`src/sv/lmpp_pkg.sv`:
```
// ---------------------------------------------------------------------------
// lmpp_pkg
// Shared types and constants for the list-mode packet parser.
// ---------------------------------------------------------------------------
package lmpp_pkg;

   localparam int WIN_DEPTH   = 44;
   localparam int NUM_WORDS   = WIN_DEPTH / 4;
   localparam int FILL_W      = 6;
   localparam int QUEUE_DEPTH = 2;

   typedef enum logic [3:0] {
      KIND_ERROR    = 4'd0,
      KIND_PULSE    = 4'd1,
      KIND_SYNC     = 4'd2,
      KIND_GATED    = 4'd3,
      KIND_SPATIAL  = 4'd4,
      KIND_POSITION = 4'd5,
      KIND_GATE     = 4'd6,
      KIND_PERIODIC = 4'd7,
      KIND_ANALOG   = 4'd8,
      KIND_OVERFLOW = 4'd9
   } kind_type;

   typedef enum logic [1:0] {
      CAUSE_NONE     = 2'd0,
      CAUSE_BAD_TYPE = 2'd1,
      CAUSE_BAD_EXT  = 2'd2,
      CAUSE_TAG      = 2'd3
   } cause_type;

   // packet type nibbles
   localparam logic [3:0] TYPE_PULSE    = 4'h0;
   localparam logic [3:0] TYPE_TIME     = 4'h1;
   localparam logic [3:0] TYPE_SYNC     = 4'h8;
   localparam logic [3:0] TYPE_GATED    = 4'ha;
   localparam logic [3:0] TYPE_SPATIAL  = 4'hb;
   localparam logic [3:0] TYPE_POSITION = 4'hc;
   localparam logic [3:0] TYPE_GATE     = 4'hd;
   localparam logic [3:0] TYPE_PERIODIC = 4'he;
   localparam logic [3:0] TYPE_EXT      = 4'hf;

   localparam logic [7:0] EXT_ANALOG    = 8'hf0;
   localparam logic [7:0] EXT_OVERFLOW  = 8'hf1;

   typedef struct packed {
      kind_type                        kind;
      cause_type                       cause;
      logic [3:0]                      err_index;
      logic                            has_time;
      logic [31:0]                     offset;
      logic [NUM_WORDS-1:0][31:0]      words;
   } desc_type;

endpackage

```
`src/sv/list_mode_packet_parser_top.sv`:
```
// ---------------------------------------------------------------------------
// list_mode_packet_parser_top
// List-mode packet parser: byte stream in, one result beat per packet field.
// ---------------------------------------------------------------------------
// The req channel takes one stream byte per beat (req_in_byte). The rsp
// channel gives one beat per packet field, with rsp_last_item on the final
// beat of a packet; errors come as a single beat carrying cause, word and
// stream offset. Both channels move a beat when valid is high and stall low.
// Bytes enter a 44-byte window; the classifier frames one packet per cycle
// from its head while the queue has room and pushes it into a two-entry
// queue. The expander loads a packet and then emits one field per cycle
// while rsp_stall is low; it takes the next packet only after the last
// field of the current one, so that expander sets throughput. With the
// pipe idle, the byte that completes a packet goes from the window through
// the queue and the expander's packet register into the output register.
// req_stall rises only when the window holds 44 bytes. When rsp_stall is
// held, the output register holds its beat, the queue fills, then the
// window fills and req_stall follows. Reset clears window fill, stream
// offset, queue and output valid; no clearing pass is needed.
// ---------------------------------------------------------------------------
module list_mode_packet_parser_top #(
   parameter int QUEUE_DEPTH = lmpp_pkg::QUEUE_DEPTH
) (
   input  logic         clock,
   input  logic         reset,
   input  logic         req_valid,
   output logic         req_stall,
   input  logic [7:0]   req_in_byte,
   output logic         rsp_valid,
   input  logic         rsp_stall,
   output logic [3:0]   rsp_pkt_kind,
   output logic [1:0]   rsp_error_cause,
   output logic [3:0]   rsp_item_index,
   output logic [31:0]  rsp_item_value,
   output logic [31:0]  rsp_src_offset,
   output logic         rsp_last_item
);

   lmpp_pkg::desc_type  push_data, head;
   logic                push, full, pop, empty;

   lmpp_front u_front (
      .clock       (clock),
      .reset       (reset),
      .req_valid   (req_valid),
      .req_stall   (req_stall),
      .req_in_byte (req_in_byte),
      .q_full      (full),
      .q_push      (push),
      .q_data      (push_data)
   );

   lmpp_queue #(
      .DEPTH (QUEUE_DEPTH)
   ) u_queue (
      .clock     (clock),
      .reset     (reset),
      .push      (push),
      .push_data (push_data),
      .full      (full),
      .pop       (pop),
      .empty     (empty),
      .head      (head)
   );

   lmpp_back u_back (
      .clock           (clock),
      .reset           (reset),
      .q_empty         (empty),
      .q_head          (head),
      .q_pop           (pop),
      .rsp_valid       (rsp_valid),
      .rsp_stall       (rsp_stall),
      .rsp_pkt_kind    (rsp_pkt_kind),
      .rsp_error_cause (rsp_error_cause),
      .rsp_item_index  (rsp_item_index),
      .rsp_item_value  (rsp_item_value),
      .rsp_src_offset  (rsp_src_offset),
      .rsp_last_item   (rsp_last_item)
   );

endmodule

```
`src/sv/lmpp_front.sv`:
```
// ---------------------------------------------------------------------------
// lmpp_front
// Byte window and packet classifier: frames one packet per cycle while the queue has room.
// ---------------------------------------------------------------------------
module lmpp_front (
   input  logic                clock,
   input  logic                reset,
   input  logic                req_valid,
   output logic                req_stall,
   input  logic [7:0]          req_in_byte,
   input  logic                q_full,
   output logic                q_push,
   output lmpp_pkg::desc_type  q_data
);

   logic [lmpp_pkg::WIN_DEPTH-1:0][7:0]                win_ff, win_in, win_shift;
   logic [lmpp_pkg::FILL_W-1:0]                        fill_ff, fill_in, consume, ins_pos;
   logic [31:0]                                        offset_ff, offset_in;
   logic [lmpp_pkg::NUM_WORDS-1:0][31:0]               words;
   logic [3:0]                                         t;
   logic [3:0]                                         nw;
   logic [lmpp_pkg::FILL_W-1:0]                        need;
   logic [lmpp_pkg::NUM_WORDS-1:0]                     mism;
   logic [7:0]                                         expv;
   logic [3:0]                                         bad_idx;
   logic                                               in_acc;

   assign words     = win_ff;
   assign t         = words[0][31:28];
   assign req_stall = (fill_ff == lmpp_pkg::FILL_W'(lmpp_pkg::WIN_DEPTH));
   assign in_acc    = req_valid && !req_stall;

   // tag check over the long packets
   always_comb begin
      nw = 4'd11;
      if (t == lmpp_pkg::TYPE_POSITION) nw = 4'd7;
      else if (t == lmpp_pkg::TYPE_PERIODIC) nw = 4'd10;
      need = {nw, 2'b00};
      expv = 8'h00;
      for (int i = 0; i < lmpp_pkg::NUM_WORDS; i++) begin
         if (4'(i) == nw - 4'd1) begin
            expv = {t, 4'hf};
         end else if (t == lmpp_pkg::TYPE_PERIODIC) begin
            expv = (i == 0) ? 8'he0 : (8'he0 | 8'(i + 1));
         end else begin
            expv = {t, 4'(i)};
         end
         mism[i] = (4'(i) < nw) && (words[i][31:24] != expv);
      end
      bad_idx = 4'd0;
      for (int i = lmpp_pkg::NUM_WORDS - 1; i >= 0; i--) begin
         if (mism[i]) bad_idx = 4'(i);
      end
   end

   always_comb begin
      consume         = '0;
      q_push          = 1'b0;
      q_data          = '0;
      q_data.offset   = offset_ff;
      q_data.words    = words;
      q_data.kind     = lmpp_pkg::KIND_ERROR;
      q_data.cause    = lmpp_pkg::CAUSE_NONE;
      if (fill_ff >= 6'd4) begin
         case (t)
            lmpp_pkg::TYPE_TIME: begin
               consume = 6'd4;
            end
            lmpp_pkg::TYPE_PULSE: begin
               if (fill_ff >= 6'd8 && !q_full) begin
                  q_push          = 1'b1;
                  q_data.kind     = lmpp_pkg::KIND_PULSE;
                  q_data.has_time = (words[1][31:28] == lmpp_pkg::TYPE_TIME);
                  consume         = q_data.has_time ? 6'd8 : 6'd4;
               end
            end
            lmpp_pkg::TYPE_SYNC: begin
               if (!q_full) begin
                  q_push      = 1'b1;
                  q_data.kind = lmpp_pkg::KIND_SYNC;
                  consume     = 6'd4;
               end
            end
            lmpp_pkg::TYPE_GATE: begin
               if (!q_full) begin
                  q_push      = 1'b1;
                  q_data.kind = lmpp_pkg::KIND_GATE;
                  consume     = 6'd4;
               end
            end
            lmpp_pkg::TYPE_EXT: begin
               if (!q_full) begin
                  q_push = 1'b1;
                  if (words[0][31:24] == lmpp_pkg::EXT_ANALOG) begin
                     q_data.kind = lmpp_pkg::KIND_ANALOG;
                     consume     = 6'd4;
                  end else if (words[0][31:24] == lmpp_pkg::EXT_OVERFLOW) begin
                     q_data.kind = lmpp_pkg::KIND_OVERFLOW;
                     consume     = 6'd4;
                  end else begin
                     q_data.cause = lmpp_pkg::CAUSE_BAD_EXT;
                     consume      = 6'd1;
                  end
               end
            end
            lmpp_pkg::TYPE_GATED, lmpp_pkg::TYPE_SPATIAL,
            lmpp_pkg::TYPE_POSITION, lmpp_pkg::TYPE_PERIODIC: begin
               if (fill_ff >= need && !q_full) begin
                  q_push = 1'b1;
                  if (|mism) begin
                     q_data.cause     = lmpp_pkg::CAUSE_TAG;
                     q_data.err_index = bad_idx;
                     q_data.words[0]  = words[bad_idx];
                     consume          = 6'd1;
                  end else begin
                     case (t)
                        lmpp_pkg::TYPE_GATED:    q_data.kind = lmpp_pkg::KIND_GATED;
                        lmpp_pkg::TYPE_SPATIAL:  q_data.kind = lmpp_pkg::KIND_SPATIAL;
                        lmpp_pkg::TYPE_POSITION: q_data.kind = lmpp_pkg::KIND_POSITION;
                        default:                 q_data.kind = lmpp_pkg::KIND_PERIODIC;
                     endcase
                     consume = need;
                  end
               end
            end
            default: begin
               if (!q_full) begin
                  q_push       = 1'b1;
                  q_data.cause = lmpp_pkg::CAUSE_BAD_TYPE;
                  consume      = 6'd1;
               end
            end
         endcase
      end
   end

   // drop consumed bytes, append the new beat behind the survivors
   always_comb begin
      win_shift = win_ff >> {consume, 3'b000};
      ins_pos   = fill_ff - consume;
      win_in    = win_shift;
      for (int j = 0; j < lmpp_pkg::WIN_DEPTH; j++) begin
         if (in_acc && ins_pos == lmpp_pkg::FILL_W'(j)) win_in[j] = req_in_byte;
      end
      fill_in   = fill_ff - consume + lmpp_pkg::FILL_W'(in_acc);
      offset_in = offset_ff + 32'(consume);
   end

   always_ff @(posedge clock) begin
      win_ff <= win_in;
      if (reset) begin
         fill_ff   <= '0;
         offset_ff <= '0;
      end else begin
         fill_ff   <= fill_in;
         offset_ff <= offset_in;
      end
   end

   a_fill_bound: assert property (@(posedge clock) disable iff (reset)
      fill_ff <= lmpp_pkg::FILL_W'(lmpp_pkg::WIN_DEPTH))
      else $error("window fill out of range");
   a_consume_avail: assert property (@(posedge clock) disable iff (reset)
      consume <= fill_ff)
      else $error("consumed more bytes than present");
   a_push_room: assert property (@(posedge clock) disable iff (reset)
      q_push |-> !q_full)
      else $error("push into full queue");

endmodule

```
`src/sv/lmpp_queue.sv`:
```
// ---------------------------------------------------------------------------
// lmpp_queue
// Short packet queue between the classifier and the item expander.
// ---------------------------------------------------------------------------
module lmpp_queue #(
   parameter int DEPTH = lmpp_pkg::QUEUE_DEPTH
) (
   input  logic                clock,
   input  logic                reset,
   input  logic                push,
   input  lmpp_pkg::desc_type  push_data,
   output logic                full,
   input  logic                pop,
   output logic                empty,
   output lmpp_pkg::desc_type  head
);

   localparam int PTR_W = (DEPTH > 1) ? $clog2(DEPTH) : 1;
   localparam int CNT_W = $clog2(DEPTH + 1);

   lmpp_pkg::desc_type        mem_ff [DEPTH];
   logic [PTR_W-1:0]          wr_ff, wr_in, rd_ff, rd_in;
   logic [CNT_W-1:0]          cnt_ff, cnt_in;

   assign full  = (cnt_ff == CNT_W'(DEPTH));
   assign empty = (cnt_ff == '0);
   assign head  = mem_ff[rd_ff];

   always_comb begin
      wr_in  = wr_ff;
      rd_in  = rd_ff;
      cnt_in = cnt_ff;
      if (push) begin
         wr_in = (wr_ff == PTR_W'(DEPTH - 1)) ? '0 : wr_ff + PTR_W'(1);
      end
      if (pop) begin
         rd_in = (rd_ff == PTR_W'(DEPTH - 1)) ? '0 : rd_ff + PTR_W'(1);
      end
      cnt_in = cnt_ff + CNT_W'(push) - CNT_W'(pop);
   end

   always_ff @(posedge clock) begin
      if (push) mem_ff[wr_ff] <= push_data;
      if (reset) begin
         wr_ff  <= '0;
         rd_ff  <= '0;
         cnt_ff <= '0;
      end else begin
         wr_ff  <= wr_in;
         rd_ff  <= rd_in;
         cnt_ff <= cnt_in;
      end
   end

   a_no_underflow: assert property (@(posedge clock) disable iff (reset)
      pop |-> !empty)
      else $error("pop from empty queue");

endmodule

```
`src/sv/lmpp_back.sv`:
```
// ---------------------------------------------------------------------------
// lmpp_back
// Item expander: turns one framed packet into its result beats.
// ---------------------------------------------------------------------------
module lmpp_back (
   input  logic                clock,
   input  logic                reset,
   input  logic                q_empty,
   input  lmpp_pkg::desc_type  q_head,
   output logic                q_pop,
   output logic                rsp_valid,
   input  logic                rsp_stall,
   output logic [3:0]          rsp_pkt_kind,
   output logic [1:0]          rsp_error_cause,
   output logic [3:0]          rsp_item_index,
   output logic [31:0]         rsp_item_value,
   output logic [31:0]         rsp_src_offset,
   output logic                rsp_last_item
);

   lmpp_pkg::desc_type  cur_ff, cur_in;
   logic                busy_ff, busy_in;
   logic [3:0]          idx_ff, idx_in;
   logic                ov_ff, ov_in;
   logic [3:0]          kind_ff, idx_out_ff;
   logic [1:0]          cause_ff;
   logic [31:0]         val_ff, off_ff;
   logic                last_ff;
   logic [3:0]          count, widx;
   logic [31:0]         wsel, value;
   logic                is_last, out_free, load;

   function automatic logic [31:0] sext24(input logic [31:0] v);
      sext24 = {{8{v[23]}}, v[23:0]};
   endfunction

   always_comb begin
      case (cur_ff.kind)
         lmpp_pkg::KIND_PULSE:    count = 4'd5;
         lmpp_pkg::KIND_GATED,
         lmpp_pkg::KIND_SPATIAL,
         lmpp_pkg::KIND_PERIODIC: count = 4'd10;
         lmpp_pkg::KIND_POSITION: count = 4'd7;
         lmpp_pkg::KIND_GATE,
         lmpp_pkg::KIND_ANALOG:   count = 4'd2;
         default:                 count = 4'd1;
      endcase
      is_last = (idx_ff == count - 4'd1);
      widx    = (cur_ff.kind == lmpp_pkg::KIND_GATED || cur_ff.kind == lmpp_pkg::KIND_SPATIAL)
                ? idx_ff + 4'd1 : idx_ff;
      wsel    = (widx < 4'(lmpp_pkg::NUM_WORDS)) ? cur_ff.words[widx] : 32'd0;
   end

   always_comb begin
      value = {8'h00, wsel[23:0]};
      case (cur_ff.kind)
         lmpp_pkg::KIND_ERROR: value = cur_ff.words[0];
         lmpp_pkg::KIND_PULSE: begin
            case (idx_ff)
               4'd0:    value = {31'd0, cur_ff.words[0][27]};
               4'd1:    value = sext24(cur_ff.words[0]);
               4'd2:    value = {31'd0, cur_ff.has_time};
               4'd3:    value = cur_ff.has_time ? {20'd0, cur_ff.words[1][19:8]} : 32'd0;
               default: value = cur_ff.has_time ? {24'd0, cur_ff.words[1][7:0]} : 32'd0;
            endcase
         end
         lmpp_pkg::KIND_GATE: begin
            // both fields come from the single gate word
            if (idx_ff == 4'd0) value = {31'd0, cur_ff.words[0][24]};
            else                value = {8'h00, cur_ff.words[0][23:0]};
         end
         lmpp_pkg::KIND_ANALOG: begin
            value = (idx_ff == 4'd0) ? {31'd0, cur_ff.words[0][19]}
                                     : {31'd0, cur_ff.words[0][18]};
         end
         lmpp_pkg::KIND_GATED, lmpp_pkg::KIND_SPATIAL: begin
            if (idx_ff == 4'd0) value = {cur_ff.words[1][7:0], cur_ff.words[0][23:0]};
         end
         lmpp_pkg::KIND_POSITION: begin
            if (idx_ff != 4'd6) value = sext24(wsel);
         end
         default: value = {8'h00, wsel[23:0]};
      endcase
   end

   assign out_free = !ov_ff || !rsp_stall;
   assign load     = busy_ff && out_free;
   assign q_pop    = !busy_ff && !q_empty;

   always_comb begin
      busy_in = busy_ff;
      idx_in  = idx_ff;
      cur_in  = cur_ff;
      ov_in   = ov_ff && rsp_stall;
      if (load) begin
         ov_in = 1'b1;
         if (is_last) busy_in = 1'b0;
         else         idx_in  = idx_ff + 4'd1;
      end
      if (q_pop) begin
         cur_in  = q_head;
         busy_in = 1'b1;
         idx_in  = 4'd0;
      end
   end

   always_ff @(posedge clock) begin
      cur_ff <= cur_in;
      idx_ff <= idx_in;
      if (load) begin
         kind_ff    <= cur_ff.kind;
         cause_ff   <= cur_ff.cause;
         idx_out_ff <= (cur_ff.kind == lmpp_pkg::KIND_ERROR) ? cur_ff.err_index : idx_ff;
         val_ff     <= value;
         off_ff     <= cur_ff.offset;
         last_ff    <= is_last;
      end
      if (reset) begin
         busy_ff <= 1'b0;
         ov_ff   <= 1'b0;
      end else begin
         busy_ff <= busy_in;
         ov_ff   <= ov_in;
      end
   end

   assign rsp_valid       = ov_ff;
   assign rsp_pkt_kind    = kind_ff;
   assign rsp_error_cause = cause_ff;
   assign rsp_item_index  = idx_out_ff;
   assign rsp_item_value  = val_ff;
   assign rsp_src_offset  = off_ff;
   assign rsp_last_item   = last_ff;

   a_idx_range: assert property (@(posedge clock) disable iff (reset)
      busy_ff |-> idx_ff < count)
      else $error("item index past packet length");

endmodule

```
`config.mk`:
```
export PLATFORM = sky130hd
export DESIGN_NAME = list_mode_packet_parser_top
export DESIGN_NICKNAME = d
export VERILOG_FILES = /design/src/sv/lmpp_pkg.sv /design/src/sv/list_mode_packet_parser_top.sv /design/src/sv/lmpp_front.sv /design/src/sv/lmpp_queue.sv /design/src/sv/lmpp_back.sv
export SDC_FILE = /design/constraint.sdc
export NUM_CORES = 2
export LEC_CHECK = 0
export BUFFER_PORTS_ARGS = -buffer_cell sky130_fd_sc_hd__buf_2
export CAP_MARGIN = 0
export CORE_AREA = 2 2 416 418
export DETAILED_ROUTE_END_ITERATION = 8
export DIE_AREA = 0 0 418 420
export SYNTH_ARGS = -nofsm -noshare
export SYNTH_HDL_FRONTEND = slang
export SYNTH_SLANG_ARGS = --single-unit
export TNS_END_PERCENT = 100
```
`constraint.sdc`:
```
create_clock -name clock -period 42.9 [get_ports clock]
set_input_delay 2.145 -clock clock [delete_from_list [all_inputs] [get_ports clock]]
set_output_delay 2.145 -clock clock [all_outputs]
set_load 0.02 [all_outputs]
```
==> results.sh <==
export IMPL_grt_pass1_vias=49600
export IMPL_cts_resized=0
export IMPL_grt_max_degree=143
export IMPL_cp_required_ps=43590
export IMPL_port_buffers=88
export IMPL_die_h_um=420
export IMPL_tns_ps=0
export IMPL_drc=0
export IMPL_numCtsBuffers=154
export IMPL_drt_wl_total_um=312000
export IMPL_stdcell_count=8206
export IMPL_track_usage=0.348
export IMPL_syn_to_final_growth_pct=12.4
export IMPL_synth_ff_type="edfxtp_1"
export IMPL_yosysMostFrequentCell="edfxtp_1"
export IMPL_ys_ff_latch=1420
export IMPL_status="finished, final reports clean"
export IMPL_async_flop_share=0
export IMPL_drtIter0Drc=8446
export IMPL_relSlewSlack=0.0643
export IMPL_start_util=0.399
export IMPL_hold_buffers=0
export IMPL_die_area_um2=176000
export IMPL_fin_hold_ws_ps=415
export IMPL_grt_ovfl_total=0
export IMPL_post_cts_setup_buffers=0
export IMPL_drive_gt1_frac=0.175
export IMPL_grt_pass1_wl_um=421000
export IMPL_drv_slew=0
export IMPL_syn_inst=5812
export IMPL_rsz0062_at_grt="false"
export IMPL_synth_cell_types=85
export IMPL_cp_start_kind="register"
export IMPL_r2r_cells=16
export IMPL_place_inst=7911
export IMPL_hold_viol=0
export IMPL_setup_violations=0
export IMPL_synth_commonest_cells="edfxtp_1, nand2_1, mux2i_1, mux2_2, dfxtp_1"
export IMPL_gp_congestion=1.04
export IMPL_clk_latency_ps=840
export IMPL_cts_sinks=1420
export IMPL_drt_pass1_iter_count=7
export IMPL_nFillCells=15600
export IMPL_vias_per_cell=6.51
export IMPL_die_w_um=418
export IMPL_hold_depth=0
export IMPL_cts_tree="built"
export IMPL_netlist_area_um2=68200
export IMPL_hold_class="register to register"
export IMPL_htreeDepth=4
export IMPL_synth_area_leader_cell="edfxtp_1"
export IMPL_worst_pin_slew_ps=1390
export IMPL_ys_warn_count=0
export IMPL_cts_clk_slew_worst_paths_ps=70
export IMPL_ys_seq_area_frac=0.571
export IMPL_fin_crit_sh=0.189
export IMPL_drt_wirelength_per_cell_um=38.0
export IMPL_clock_fmax_mhz=123
export IMPL_clock_skew_ps=44.1
export IMPL_crit_path_end_kind="register"
export IMPL_maxCapViolCount=0
export IMPL_dp_hpwl_um=216000
export IMPL_vdd_ir_drop_worst_uv=56.0
export IMPL_syn_nets=5847
export IMPL_cts_path_max_buffers=3
export IMPL_cts_root_buf="clkbuf_16"
export IMPL_vias=53400
export IMPL_ant_nets=0
export IMPL_power_leakage_nw=28.8
export IMPL_crit_type="register to register"
export IMPL_core_region_area_um2=171000
export IMPL_min_period_ps=8120
export IMPL_p_per_area_nw_per_um2=103
export IMPL_synth_edf_count=1052
export IMPL_synth_avg_cell_area_um2=11.7
export IMPL_synth_top_cell_area_share=0.463
export IMPL_antenna_found_initial=28
export IMPL_critPathMaxFanout=40
export IMPL_crit_arrival_ps=8810
export IMPL_rows=152
export IMPL_io_pins=89
export IMPL_ys_top_cells_by_area="edfxtp_1, dfxtp_1, mux2i_1"
export IMPL_nets=5870
report_power, final:
group	switching (mW)	internal [mW]	leakage, nW
clock network	0.580	0.782	2.46
registers	0.660	2.36	13.0
logic	2.29	1.20	13.3
total	3.53	4.34	28.8
cells in the final DEF (no fill, tap or decap), drive strengths merged, types with 95 or more instances in the layout:
cell type	n
a21oi	336
a22o	112
buf	268
clkbuf	207
dfxtp	368
edfxtp	1052
mux2	394
mux2i	547
nand2	886
nand3	95
nor2	300
o21ai	364
stage by stage:
stage          instance area, um^2  setup WS [ps]   util  total power, mW
2_1_floorplan                68200          26080      -             5.02
3_3_place_gp                 71500          35140  0.418             6.32
3_5_place_dp                 71500          34960  0.418             6.34
4_1_cts                      76600          34920  0.448             7.71
5_1_grt                      76600          34770  0.448             8.10
6_report                     76700          34780  0.448             7.87
cells by family after synthesis:
group / share of synthesized area
buffers and inverters: 0.0270
adder cells (fa/ha/maj): 0.00422
AO/OA/AOI/OAI: 0.121
XOR/XNOR: 0.0118
flip-flops: 0.571
AND/OR/NAND/NOR: 0.0960
multiplexers: 0.169
layer usage:
metal	share of wire	global-route usage	routed length, um	vias to the layer above
met4	0.064	0.188	20000	18
li1	-	-	-	21900
met1	0.40	0.466	124000	26600
met2	0.41	0.485	127000	3941
met3	0.13	0.130	40700	933
met5	0.00037	0	117	-
final timing paths:
| kind | start | end | slack, ps |
|---|---|---|---|
| min reg2reg | u_back.cur_ff[373] | u_back.rsp_src_offset[21] | 410 |
| max reg2reg | u_front.t[2] | u_front.q_data[200] | 34780 |
| max | u_front.t[2] | u_front.q_data[200] | 34780 |
| min | u_back.cur_ff[373] | u_back.rsp_src_offset[21] | 410 |
registers in the layout, indices dropped and copies added (netlist names):
signal,cells
u_front.q_data,320
u_back.cur_ff,315
u_front.offset_ff,32
u_queue.mem_ff,630
u_front.win_ff,28
u_back.rsp_item_value,32
u_back.rsp_pkt_kind,4
u_queue.rd_ff,1
u_back.rsp_last_item,1
u_back.rsp_error_cause,2
u_front.t,4
u_back.rsp_src_offset,32
u_queue.wr_ff,1
u_back.idx_ff,4
u_back.rsp_item_index,4
u_queue.cnt_ff,2
u_back.rsp_valid,1
u_front.fill_ff,6
u_back.busy_ff,1
critical path, stage by stage (launching register included):
cell,delay [ps]
edfxtp_1,370
buf_4,360
and4b_1,590
mux2i_1,220
nor4_2,730
nand3_1,350
or4_1,760
a21oi_4,390
inv_6,210
ha_1,270
ha_1,350
inv_1,130
nor3_1,970
nand2_1,250
nor2_2,1050
nor2_2,550
a22o_1,350
layout make-up:
class	instances	area, um^2	share of cell area
Tap cell	2233	2790	0.0364
Sequential cell	1420	39000	0.508
Antenna cell	13	32.5	0.000424
Clock inverter	74	858	0.0112
Inverter	40	164	0.00214
Timing Repair Buffer	268	1910	0.0250
Clock buffer	207	4230	0.0552
Multi-Input combinational cell	3951	27700	0.362
Power figures use the tool's default switching activity.
